==> config.mk <==
export PLATFORM = sky130hd
export DESIGN_NAME = ready_blocked_task_queues
export DESIGN_NICKNAME = d
export VERILOG_FILES = /design/src/hdl/rbtq_pkg.sv /design/src/hdl/ready_blocked_task_queues.sv /design/src/hdl/rbtq_ctrl.sv
export SDC_FILE = /design/constraint.sdc
export NUM_CORES = 2
export LEC_CHECK = 0
export BUFFER_PORTS_ARGS = -buffer_cell sky130_fd_sc_hd__buf_2
export CAP_MARGIN = 20
export CORE_AREA = 4 4 418 585
export DETAILED_ROUTE_END_ITERATION = 10
export DIE_AREA = 0 0 422 589
export GPL_TIMING_DRIVEN = 0
export PLACE_DENSITY = 0.56
export RECOVER_POWER = 50
export SETUP_SLACK_MARGIN = 0.5
export SYNTH_ARGS = -nofsm -noshare
export SYNTH_HDL_FRONTEND = slang
export SYNTH_SLANG_ARGS = --single-unit
==> constraint.sdc <==
create_clock -name clk -period 4.4 [get_ports clk]
set_input_delay 0.22 -clock clk [delete_from_list [all_inputs] [get_ports clk]]
set_output_delay 0.22 -clock clk [all_outputs]
set_load 0.02 [all_outputs]
==> src/hdl/rbtq_pkg.sv <==
// Shared types and constants for the ready/blocked task queue block.
// Used by rbtq_ctrl and ready_blocked_task_queues; depends on nothing.
package rbtq_pkg;

  localparam int MAX_TASKS_DEF = 32;
  localparam int MAX_RESULTS   = 32;
  localparam int LIMIT_W       = 6;
  localparam logic [LIMIT_W-1:0] LIMIT_RESET = 6'd20;

  typedef enum logic [2:0] {
    MODE_CREATE = 3'd0,
    MODE_BLOCK  = 3'd1,
    MODE_KILL   = 3'd2,
    MODE_WAKE   = 3'd3,
    MODE_LIST   = 3'd4
  } mode_e;

  typedef enum logic [2:0] {
    ST_OK            = 3'd0,
    ST_READY_FULL    = 3'd1,
    ST_DUP           = 3'd2,
    ST_NOT_FOUND     = 3'd3,
    ST_READY_EMPTY   = 3'd4,
    ST_BLOCKED_EMPTY = 3'd5,
    ST_STORE_FULL    = 3'd6,
    ST_BAD_MODE      = 3'd7
  } status_e;

  typedef enum logic [3:0] {
    S_IDLE,
    S_FIND,
    S_ALLOC,
    S_SHIFT,
    S_FIN,
    S_OUT,
    S_LA,
    S_LB,
    S_LC
  } state_t;

  typedef struct packed {
    status_e             status;
    logic [15:0]         pid;
    logic [7:0]          prio;
    logic [15:0]         rsz;
    logic [LIMIT_W-1:0]  total;
    logic                last;
  } res_t;

endpackage

==> src/hdl/ready_blocked_task_queues.sv <==
// Top level of the ready/blocked task queues: limit register, result register
// and the sequencer. Depends on rbtq_pkg and rbtq_ctrl.
//
// Usage: one input beat carries an operation (create, block, kill, wake, list)
// with pid, priority and run size. Each operation returns one result beat,
// except list, which returns one beat per ready task (at most 32), the final
// beat of every item flagged by out_last.
// Timing: in_stall is high while an item is in work. A search reads one queue
// entry per cycle through the order memory port. A refused item goes straight
// to its result; create searches the ready and then the blocked entries. Block,
// kill and wake search their queue, and each entry behind the found task then
// moves up one place per cycle. A list beat is read by the queue read followed
// by the task store read. The sequencer returns to idle after each item before
// it takes the next one.
// Results sit in an output register, so a new item is taken while a result
// waits; when out_stall is high the result beat holds and the sequencer waits.
// cfg_we writes ready_limit (reset value 20); write it only while idle.
// Reset (rst_n low, synchronous) empties both queues and frees every slot.
module ready_blocked_task_queues #(
  parameter int MAX_TASKS = rbtq_pkg::MAX_TASKS_DEF
) (
  input  logic                          clk,
  input  logic                          rst_n,
  input  logic                          cfg_we,
  input  logic [rbtq_pkg::LIMIT_W-1:0]  cfg_wdata,
  input  logic                          in_valid,
  output logic                          in_stall,
  input  logic [2:0]                    in_mode,
  input  logic [15:0]                   in_pid,
  input  logic [7:0]                    in_priority_req,
  input  logic [15:0]                   in_run_size,
  output logic                          out_valid,
  input  logic                          out_stall,
  output logic [2:0]                    out_status,
  output logic [15:0]                   out_pid,
  output logic [7:0]                    out_priority,
  output logic [15:0]                   out_run_size,
  output logic [rbtq_pkg::LIMIT_W-1:0]  out_ready_total,
  output logic                          out_last
);

  logic [rbtq_pkg::LIMIT_W-1:0] limit_r, limit_nxt;
  logic            out_valid_r, out_valid_nxt;
  rbtq_pkg::res_t  out_r, out_nxt;
  rbtq_pkg::res_t  res;
  logic            res_valid, res_ready;

  rbtq_ctrl #(.MAX_TASKS(MAX_TASKS)) u_ctrl (
    .clk         (clk),
    .rst_n       (rst_n),
    .ready_limit (limit_r),
    .in_valid    (in_valid),
    .in_stall    (in_stall),
    .in_mode     (in_mode),
    .in_pid      (in_pid),
    .in_prio     (in_priority_req),
    .in_rsz      (in_run_size),
    .res_valid   (res_valid),
    .res_ready   (res_ready),
    .res         (res)
  );

  always_comb begin
    limit_nxt = cfg_we ? cfg_wdata : limit_r;
    res_ready = !out_valid_r || !out_stall;
    out_nxt = out_r;
    if (res_valid && res_ready) begin
      out_nxt = res;
      out_valid_nxt = 1'b1;
    end else if (!out_stall) begin
      out_valid_nxt = 1'b0;
    end else begin
      out_valid_nxt = out_valid_r;
    end
  end

  always_ff @(posedge clk) begin
    if (!rst_n) begin
      limit_r <= rbtq_pkg::LIMIT_RESET;
      out_valid_r <= 1'b0;
    end else begin
      limit_r <= limit_nxt;
      out_valid_r <= out_valid_nxt;
    end
  end

  always_ff @(posedge clk) begin
    out_r <= out_nxt;
  end

  assign out_valid       = out_valid_r;
  assign out_status      = out_r.status;
  assign out_pid         = out_r.pid;
  assign out_priority    = out_r.prio;
  assign out_run_size    = out_r.rsz;
  assign out_ready_total = out_r.total;
  assign out_last        = out_r.last;

endmodule

==> src/hdl/rbtq_ctrl.sv <==
// Sequencer for the task queues: slot store, ready and blocked order memories,
// one queue read port shared by search, shift and list. Uses rbtq_pkg.
module rbtq_ctrl #(
  parameter int MAX_TASKS = rbtq_pkg::MAX_TASKS_DEF
) (
  input  logic                              clk,
  input  logic                              rst_n,
  input  logic [rbtq_pkg::LIMIT_W-1:0]      ready_limit,
  input  logic                              in_valid,
  output logic                              in_stall,
  input  logic [2:0]                        in_mode,
  input  logic [15:0]                       in_pid,
  input  logic [7:0]                        in_prio,
  input  logic [15:0]                       in_rsz,
  output logic                              res_valid,
  input  logic                              res_ready,
  output rbtq_pkg::res_t                    res
);

  localparam int SLOT_W = (MAX_TASKS > 1) ? $clog2(MAX_TASKS) : 1;
  localparam int CNT_W  = $clog2(MAX_TASKS + 1);
  localparam int ORD_W  = 16 + SLOT_W;
  localparam int CW     = (CNT_W > rbtq_pkg::LIMIT_W) ? CNT_W : rbtq_pkg::LIMIT_W;
  localparam int UW     = CNT_W + 1;

  rbtq_pkg::state_t state_r, state_nxt;
  logic [2:0]       mode_r, mode_nxt;
  logic [15:0]      pid_r, pid_nxt;
  logic [7:0]       prio_r, prio_nxt;
  logic [15:0]      rsz_r, rsz_nxt;
  logic [CNT_W-1:0] rcnt_r, rcnt_nxt, bcnt_r, bcnt_nxt;
  logic [MAX_TASKS-1:0] use_r, use_nxt;
  logic             qsel_r, qsel_nxt;
  logic [CNT_W-1:0] ix_r, ix_nxt, chk_ix_r, chk_ix_nxt;
  logic             chk_v_r, chk_v_nxt;
  logic [SLOT_W-1:0] fs_r, fs_nxt;
  logic [ORD_W-1:0] ent_r, ent_nxt;
  logic [CNT_W-1:0] rp_r, rp_nxt, wp_r, wp_nxt, li_r, li_nxt;
  logic             sh_v_r, sh_v_nxt;
  rbtq_pkg::status_e st_r, st_nxt;
  logic [15:0]      opid_r, opid_nxt;
  logic [7:0]       oprio_r, oprio_nxt;
  logic [15:0]      orsz_r, orsz_nxt;
  logic             last_r, last_nxt;

  logic [ORD_W-1:0] ready_mem [MAX_TASKS];
  logic [ORD_W-1:0] blocked_mem [MAX_TASKS];
  logic [23:0]      task_mem [MAX_TASKS];
  logic [ORD_W-1:0] rdr_r, rdb_r;
  logic [23:0]      rdt_r;

  logic [SLOT_W-1:0] q_raddr, t_raddr, rq_waddr, bq_waddr;
  logic              rq_we, bq_we, t_we;
  logic [ORD_W-1:0]  rq_wdata, bq_wdata;

  logic [CNT_W-1:0] n;
  logic [ORD_W-1:0] rdq;
  logic             hit, qend;
  logic [UW-1:0]    used;

  always_comb begin
    n    = qsel_r ? bcnt_r : rcnt_r;
    rdq  = qsel_r ? rdb_r : rdr_r;
    hit  = chk_v_r && (rdq[ORD_W-1:SLOT_W] == pid_r);
    qend = (n == '0) || (chk_v_r && (chk_ix_r + 1'b1 == n));
    used = UW'(rcnt_r) + UW'(bcnt_r);
  end

  always_comb begin
    state_nxt = state_r;  mode_nxt = mode_r;  pid_nxt = pid_r;
    prio_nxt = prio_r;    rsz_nxt = rsz_r;    rcnt_nxt = rcnt_r;
    bcnt_nxt = bcnt_r;    use_nxt = use_r;    qsel_nxt = qsel_r;
    ix_nxt = ix_r;        chk_ix_nxt = chk_ix_r;  chk_v_nxt = chk_v_r;
    fs_nxt = fs_r;        ent_nxt = ent_r;    rp_nxt = rp_r;
    wp_nxt = wp_r;        li_nxt = li_r;      sh_v_nxt = sh_v_r;
    st_nxt = st_r;        opid_nxt = opid_r;  oprio_nxt = oprio_r;
    orsz_nxt = orsz_r;    last_nxt = last_r;
    in_stall = 1'b1;
    res_valid = 1'b0;
    q_raddr = '0;  t_raddr = '0;
    rq_we = 1'b0;  rq_waddr = '0;  rq_wdata = '0;
    bq_we = 1'b0;  bq_waddr = '0;  bq_wdata = '0;
    t_we = 1'b0;

    case (state_r)
      rbtq_pkg::S_IDLE: begin
        in_stall = 1'b0;
        if (in_valid) begin
          mode_nxt = in_mode;  pid_nxt = in_pid;
          prio_nxt = in_prio;  rsz_nxt = in_rsz;
          ix_nxt = '0;  chk_v_nxt = 1'b0;  fs_nxt = '0;
          opid_nxt = in_pid;  oprio_nxt = '0;  orsz_nxt = '0;
          last_nxt = 1'b1;  st_nxt = rbtq_pkg::ST_OK;
          state_nxt = rbtq_pkg::S_OUT;
          case (in_mode)
            rbtq_pkg::MODE_CREATE: begin
              qsel_nxt = 1'b0;
              if (CW'(rcnt_r) >= CW'(ready_limit)) begin
                st_nxt = rbtq_pkg::ST_READY_FULL;
              end else if (used == UW'(MAX_TASKS)) begin
                st_nxt = rbtq_pkg::ST_STORE_FULL;
              end else begin
                state_nxt = rbtq_pkg::S_FIND;
              end
            end
            rbtq_pkg::MODE_BLOCK, rbtq_pkg::MODE_KILL: begin
              qsel_nxt = 1'b0;
              if (rcnt_r == '0) st_nxt = rbtq_pkg::ST_READY_EMPTY;
              else state_nxt = rbtq_pkg::S_FIND;
            end
            rbtq_pkg::MODE_WAKE: begin
              qsel_nxt = 1'b1;
              if (bcnt_r == '0) st_nxt = rbtq_pkg::ST_BLOCKED_EMPTY;
              else state_nxt = rbtq_pkg::S_FIND;
            end
            rbtq_pkg::MODE_LIST: begin
              li_nxt = '0;
              if (rcnt_r == '0) begin
                st_nxt = rbtq_pkg::ST_READY_EMPTY;
                opid_nxt = '0;
              end else begin
                state_nxt = rbtq_pkg::S_LA;
              end
            end
            default: begin
              st_nxt = rbtq_pkg::ST_BAD_MODE;
              opid_nxt = '0;
            end
          endcase
        end
      end

      rbtq_pkg::S_FIND: begin
        // The free-slot scan runs alongside the pid search of a create.
        if (mode_r == rbtq_pkg::MODE_CREATE && use_r[fs_r]) fs_nxt = fs_r + 1'b1;
        if (hit) begin
          if (mode_r == rbtq_pkg::MODE_CREATE) begin
            st_nxt = rbtq_pkg::ST_DUP;
            state_nxt = rbtq_pkg::S_OUT;
          end else begin
            ent_nxt = rdq;
            rp_nxt = chk_ix_r + 1'b1;
            wp_nxt = chk_ix_r;
            sh_v_nxt = 1'b0;
            state_nxt = rbtq_pkg::S_SHIFT;
          end
        end else if (qend) begin
          if (mode_r == rbtq_pkg::MODE_CREATE && !qsel_r) begin
            qsel_nxt = 1'b1;
            ix_nxt = '0;
            chk_v_nxt = 1'b0;
          end else if (mode_r == rbtq_pkg::MODE_CREATE) begin
            state_nxt = rbtq_pkg::S_ALLOC;
          end else begin
            st_nxt = rbtq_pkg::ST_NOT_FOUND;
            state_nxt = rbtq_pkg::S_OUT;
          end
        end else if (ix_r < n) begin
          q_raddr = ix_r[SLOT_W-1:0];
          ix_nxt = ix_r + 1'b1;
          chk_ix_nxt = ix_r;
          chk_v_nxt = 1'b1;
        end else begin
          chk_v_nxt = 1'b0;
        end
      end

      rbtq_pkg::S_ALLOC: begin
        if (use_r[fs_r]) begin
          fs_nxt = fs_r + 1'b1;
        end else begin
          t_we = 1'b1;
          rq_we = 1'b1;
          rq_waddr = rcnt_r[SLOT_W-1:0];
          rq_wdata = {pid_r, fs_r};
          use_nxt[fs_r] = 1'b1;
          rcnt_nxt = rcnt_r + 1'b1;
          state_nxt = rbtq_pkg::S_OUT;
        end
      end

      rbtq_pkg::S_SHIFT: begin
        // Close the gap: each entry behind the removed one moves up one place.
        if (!sh_v_r && rp_r >= n) begin
          state_nxt = rbtq_pkg::S_FIN;
        end else begin
          if (sh_v_r) begin
            if (qsel_r) begin
              bq_we = 1'b1;  bq_waddr = wp_r[SLOT_W-1:0];  bq_wdata = rdq;
            end else begin
              rq_we = 1'b1;  rq_waddr = wp_r[SLOT_W-1:0];  rq_wdata = rdq;
            end
            wp_nxt = wp_r + 1'b1;
          end
          if (rp_r < n) begin
            q_raddr = rp_r[SLOT_W-1:0];
            rp_nxt = rp_r + 1'b1;
            sh_v_nxt = 1'b1;
          end else begin
            sh_v_nxt = 1'b0;
          end
        end
      end

      rbtq_pkg::S_FIN: begin
        state_nxt = rbtq_pkg::S_OUT;
        case (mode_r)
          rbtq_pkg::MODE_BLOCK: begin
            rcnt_nxt = rcnt_r - 1'b1;
            bq_we = 1'b1;  bq_waddr = bcnt_r[SLOT_W-1:0];  bq_wdata = ent_r;
            bcnt_nxt = bcnt_r + 1'b1;
          end
          rbtq_pkg::MODE_KILL: begin
            rcnt_nxt = rcnt_r - 1'b1;
            use_nxt[ent_r[SLOT_W-1:0]] = 1'b0;
          end
          default: begin
            bcnt_nxt = bcnt_r - 1'b1;
            rq_we = 1'b1;  rq_waddr = rcnt_r[SLOT_W-1:0];  rq_wdata = ent_r;
            rcnt_nxt = rcnt_r + 1'b1;
          end
        endcase
      end

      rbtq_pkg::S_LA: begin
        q_raddr = li_r[SLOT_W-1:0];
        state_nxt = rbtq_pkg::S_LB;
      end

      rbtq_pkg::S_LB: begin
        t_raddr = rdr_r[SLOT_W-1:0];
        opid_nxt = rdr_r[ORD_W-1:SLOT_W];
        state_nxt = rbtq_pkg::S_LC;
      end

      rbtq_pkg::S_LC: begin
        st_nxt = rbtq_pkg::ST_OK;
        oprio_nxt = rdt_r[23:16];
        orsz_nxt = rdt_r[15:0];
        last_nxt = (CW'(li_r) + 1'b1 == CW'(rcnt_r)) ||
                   (CW'(li_r) + 1'b1 == CW'(rbtq_pkg::MAX_RESULTS));
        state_nxt = rbtq_pkg::S_OUT;
      end

      rbtq_pkg::S_OUT: begin
        res_valid = 1'b1;
        if (res_ready) begin
          if (last_r) begin
            state_nxt = rbtq_pkg::S_IDLE;
          end else begin
            li_nxt = li_r + 1'b1;
            state_nxt = rbtq_pkg::S_LA;
          end
        end
      end

      default: state_nxt = rbtq_pkg::S_IDLE;
    endcase
  end

  always_comb begin
    res.status = st_r;
    res.pid    = opid_r;
    res.prio   = oprio_r;
    res.rsz    = orsz_r;
    res.total  = rbtq_pkg::LIMIT_W'(rcnt_r);
    res.last   = last_r;
  end

  always_ff @(posedge clk) begin
    if (!rst_n) begin
      state_r <= rbtq_pkg::S_IDLE;
      rcnt_r  <= '0;
      bcnt_r  <= '0;
      use_r   <= '0;
    end else begin
      state_r <= state_nxt;
      rcnt_r  <= rcnt_nxt;
      bcnt_r  <= bcnt_nxt;
      use_r   <= use_nxt;
    end
  end

  always_ff @(posedge clk) begin
    mode_r <= mode_nxt;   pid_r <= pid_nxt;    prio_r <= prio_nxt;
    rsz_r <= rsz_nxt;     qsel_r <= qsel_nxt;  ix_r <= ix_nxt;
    chk_ix_r <= chk_ix_nxt;  chk_v_r <= chk_v_nxt;  fs_r <= fs_nxt;
    ent_r <= ent_nxt;     rp_r <= rp_nxt;      wp_r <= wp_nxt;
    li_r <= li_nxt;       sh_v_r <= sh_v_nxt;  st_r <= st_nxt;
    opid_r <= opid_nxt;   oprio_r <= oprio_nxt;  orsz_r <= orsz_nxt;
    last_r <= last_nxt;
  end

  always_ff @(posedge clk) begin
    if (rq_we) ready_mem[rq_waddr] <= rq_wdata;
    if (bq_we) blocked_mem[bq_waddr] <= bq_wdata;
    if (t_we) task_mem[fs_r] <= {prio_r, rsz_r};
    rdr_r <= ready_mem[q_raddr];
    rdb_r <= blocked_mem[q_raddr];
    rdt_r <= task_mem[t_raddr];
  end

endmodule

==> flow_results.xml <==
<?xml version="1.0" encoding="UTF-8"?>
<metrics>
  <group name="power">
    <metric name="power.share.switching" unit="%">30.1</metric>
    <metric name="power.internal" unit="mW">44.5</metric>
    <metric name="switchingPower" unit="mW">19.2</metric>
    <metric name="power_density" unit="mW/mm2">547</metric>
    <metric name="sequentialPowerShare" unit="%">44.6</metric>
    <metric name="power.leakage" unit="nW">37.5</metric>
    <metric name="max-vdd-ir-drop" unit="mV">0.333</metric>
    <metric name="power.share.clock" unit="%">31.8</metric>
    <metric name="combPwrFrac" unit="%">23.6</metric>
  </group>
  <group name="synthesis">
    <metric name="post_synth_instance_area" unit="mm2">0.0954</metric>
    <metric name="dominantRegCellSynth" unit="">edfxtp_1</metric>
    <metric name="ys_warn_count" unit="">0</metric>
    <metric name="part_of_the_yosys_area_used_for_sequential_elements" unit="%">75.2</metric>
    <metric name="yosys_top_cell_by_area" unit="">edfxtp_1</metric>
    <metric name="synth-async-reset-ratio" unit="%">0</metric>
    <metric name="syn_avg_cell_area" unit="um2">18.6</metric>
    <metric name="mappedNetlistNets" unit="">5238</metric>
    <metric name="synth_edf_count" unit="">2307</metric>
    <metric name="netlist-cell-type-count" unit="">79</metric>
    <metric name="post_synthesis_sequential_element_count" unit="">2428</metric>
    <metric name="post_synth_main_area_contributors" unit="">edfxtp_1 (73%), mux4_2 (7.4%), mux2i_1 (3.8%)</metric>
    <metric name="synth_most_common_cell" unit="">edfxtp_1</metric>
    <metric name="netlist.area_leader.share" unit="%">72.6</metric>
    <metric name="synth.top_cells.by_count" unit="">edfxtp_1 (2307), mux2i_1 (365), mux4_2 (314)</metric>
    <metric name="syn_inst" unit="">5138</metric>
  </group>
  <group name="floorplanning">
    <metric name="placement_rows" unit="">213</metric>
    <metric name="io-pin-count" unit="">106</metric>
    <metric name="die_w" unit="um">422</metric>
    <metric name="fp.dieH" unit="um">589</metric>
    <metric name="die_area" unit="mm2">0.249</metric>
    <metric name="initial_core_util" unit="%">39.8</metric>
    <metric name="design.core.area" unit="mm2">0.240</metric>
  </group>
  <group name="critical_path">
    <metric name="critical_path.max_fanout" unit="">7</metric>
    <metric name="critical_path.n_buffers_inverters" unit="">9</metric>
    <metric name="timing.critical_path.cells" unit="">buf_6, buf_12, buf_12, mux2i_4, ha_1, o211ai_1, a21oi_1, a211oi_2, o21ai_2, nor4_4, buf_6, buf_6, a31oi_4, buf_12, buf_16, buf_16, buf_12, mux2i_4, o221ai_4, a21oi_4, a211oi_4</metric>
    <metric name="cpMostUsedCell" unit="">buf_12</metric>
    <metric name="start_kind" unit="">flip-flop</metric>
    <metric name="crit_slowest_cell" unit="">a211oi_4</metric>
    <metric name="critical-path-top-delay-family" unit="">compound AO/OA/AOI/OAI gates</metric>
    <metric name="path_class" unit="">flip-flop to flip-flop</metric>
    <metric name="cp_required" unit="ps">5100</metric>
    <metric name="crit_path_end_kind" unit="">flip-flop</metric>
    <metric name="cp.arrival" unit="ps">5160</metric>
    <metric name="crit_path_max_incr_delay" unit="ps">510</metric>
  </group>
  <group name="timing">
    <metric name="setup-violations-final" unit="">8</metric>
    <metric name="grt_setup_unrepaired" unit="">yes</metric>
    <metric name="timing.slew.headroom" unit="%">3.66</metric>
    <metric name="final_max_slew_viol_count" unit="">0</metric>
    <metric name="worst_clock_skew" unit="ps">61.8</metric>
    <metric name="max_slew.worst_pin.slew" unit="ps">1450</metric>
    <metric name="layout_worst_path_cycle_share" unit="%">101</metric>
    <metric name="fmaxAchievable" unit="GHz">0.224</metric>
    <metric name="hold_viol" unit="">0</metric>
    <metric name="final.setup.worst_slack" unit="ps">-63.2</metric>
    <metric name="fin_crit" unit="ps">4460</metric>
    <metric name="fin_hold_ws" unit="ps">68.6</metric>
  </group>
  <group name="finish">
    <metric name="layout-drive-gt1-share" unit="%">29.4</metric>
    <metric name="syn_to_final_growth" unit="%">22.0</metric>
    <metric name="multi_input_logic_area" unit="mm2">0.0246</metric>
    <metric name="fin_nets" unit="">6003</metric>
    <metric name="finalNonFillerCells" unit="">9214</metric>
    <metric name="layout.filler_cells" unit="">19700</metric>
    <metric name="final-seq-area" unit="mm2">0.0717</metric>
    <metric name="postLayoutCoreUtil" unit="%">48.6</metric>
  </group>
  <group name="cts">
    <metric name="cts-root-buf" unit="">clkbuf_16</metric>
    <metric name="cts_tree" unit="">yes</metric>
    <metric name="cts.sink_count" unit="">2428</metric>
    <metric name="numCtsBuffers" unit="">230</metric>
    <metric name="max-clock-path-buffers" unit="">4</metric>
    <metric name="ctsHtreeMaxLevel" unit="">4</metric>
    <metric name="clock_latency" unit="ps">880</metric>
    <metric name="cts.clk_slew.worst_paths" unit="ps">70</metric>
  </group>
  <group name="route">
    <metric name="dr_total_vias" unit="">51900</metric>
    <metric name="drt_first_pass_iters" unit="">8</metric>
    <metric name="route.detailed.wl_per_inst" unit="um">30.4</metric>
    <metric name="route.detailed.drc" unit="">0</metric>
    <metric name="drt-vias-per-instance" unit="">5.63</metric>
    <metric name="drt_first_iter_violations" unit="">4870</metric>
    <metric name="antenna_left" unit="">0</metric>
    <metric name="wirelength" unit="um">280000</metric>
  </group>
  <group name="global_routing">
    <metric name="global_route.usage.total" unit="%">21.9</metric>
    <metric name="antenna_found_initial" unit="">10</metric>
    <metric name="grt_first_pass_wirelength" unit="um">392000</metric>
    <metric name="vias_in_the_first_global_route" unit="">52900</metric>
    <metric name="maximum_number_of_pins_on_one_net_before_global_route_repair" unit="">33</metric>
    <metric name="grt_remaining_overflow" unit="">0</metric>
  </group>
  <group name="place">
    <metric name="dp_hpwl" unit="um">192000</metric>
    <metric name="portBuffers" unit="">104</metric>
    <metric name="gp_congestion" unit="">0.897</metric>
    <metric name="detailedPlace.worstSlack" unit="ps">-2280</metric>
    <metric name="post-place-cells" unit="">8469</metric>
  </group>
  <group name="min_path">
    <metric name="hold_path.class" unit="">input port to flip-flop</metric>
  </group>
  <group name="status">
    <metric name="failed_checks" unit="">setup timing</metric>
    <metric name="outcome" unit="">finished with violations</metric>
  </group>
  <group name="job">
    <metric name="max_cap_viol_count" unit="">0</metric>
  </group>
</metrics>
## metal layers
metal / part of all wire [%] / vias up / global-route usage (%)
met5: 0.0082 / - / 0
met4: 6.1 / 4 / 10.9
met2: 53 / 1747 / 40.2
li1: - / 22500 / -
met3: 4.7 / 537 / 2.55
met1: 36 / 27100 / 25.1
## cell type report
cell class	instances	area share, %
plain buffers	308	1.98
repair inverters	8	0.0430
clock buffers	273	5.31
well taps	3117	3.35
multi-input cells	2372	21.1
inverters	55	0.218
repair buffers	500	5.05
clock inverters	148	1.28
diodes	5	0.0108
flip-flops and latches	2428	61.6
## worst register-to-register path, stage by stage, from the launching register on
cell      delay (ps)
edfxtp_1         460
buf_6            170
buf_12           140
buf_12           150
mux2i_4          240
ha_1             320
o211ai_1         160
a21oi_1           70
a211oi_2         230
o21ai_2          110
nor4_4           160
buf_6            170
buf_6            110
a31oi_4           80
buf_12           190
buf_16           200
buf_16           190
buf_12           150
mux2i_4          200
o221ai_4         220
a21oi_4           80
a211oi_4         510
## sequential cells by signal, indices dropped and copies added (netlist names), 21 cells and up
signal and count:
u_ctrl.use_r 32, u_ctrl.ready_mem 672, u_ctrl.blocked_mem 672, u_ctrl.rdt_r 24, u_ctrl.rdr_r 21, u_ctrl.rdb_r 21, u_ctrl.ent_r 21, u_ctrl.task_mem 768
## worst paths after layout
check / start / end / slack, ps / depth (start not counted)
setup / recovery: u_ctrl.qsel_r / u_ctrl.rdr_r[8] / -60 / 21
hold / removal: in_run_size[0] / u_ctrl.rsz_r[0] / 70 / 2
setup reg to reg: u_ctrl.qsel_r / u_ctrl.rdr_r[8] / -60 / 21
hold reg to reg: u_ctrl.opid_r[14] / out_pid[14] / 420 / 0
## layout by cell type, fill, tap and decap left out, drive strengths merged, types with 13 or more instances in the layout
cell	n
edfxtp	2307
buf	511
clkbuf	510
mux2i	367
mux4	314
nor2	291
nand2	171
o221ai	129
dfxtp	121
o21ai	121
mux2	118
a21oi	117
a31oi	101
clkinv	101
o211ai	78
dlygate4sd3	60
inv	54
a211oi	51
a22o	49
a22oi	48
o22ai	46
ha	44
o21a	40
and3	36
xor2	33
clkinvlp	30
xnor2	29
nand3	29
bufinv	26
a222oi	21
nor3	19
and2	13
## cells by family (layout without fill, tap and decap cells)
kind of cell               count (synthesis)  after routing  share of synthesized area [%]
muxes                                    799            799                           12.7
DFF                                     2428           2428                           75.2
other                                      0              5                              0
and+or+nand+nor                          599            624                           2.76
buffers and inverters                    363           1292                           1.77
adders and majority gates                 46             46                          0.619
xor gates and xnor gates                  62             62                          0.577
AOI/OAI and AO/OA                        841            841                           6.40
## power by group through the flow
stage          combinational [mW]  sequential, mW  clock [mW]
2_1_floorplan                7.35            28.4           0
3_3_place_gp                 11.6            29.2           0
3_5_place_dp                 12.6            28.9           0
4_1_cts                      14.4            28.4        20.6
5_1_grt                      15.7            28.4        21.6
6_report                     15.0            28.4        20.3
## metrics by stage
step	setup TNS (ps)	total power [mW]	instance area, um2
6_report	-251	63.7	116000
2_1_floorplan	0	35.8	95500
5_1_grt	-1400	65.7	116000
3_5_place_dp	-2239420	41.5	103000
3_3_place_gp	-3699910	40.9	99900
4_1_cts	-5990	63.4	114000
## what timing repair did
action | in CTS | in global routing
cloned | 38 | 11
endpoints found under the hold margin | 91 | 0
resized for setup | 471 | 266
setup endpoints to repair | 3378 | 3412
buffers inserted | 109 | 86
pin swaps | 115 | 101
hold buffers | 60 | 0
(Power assumes the default switching activity.)
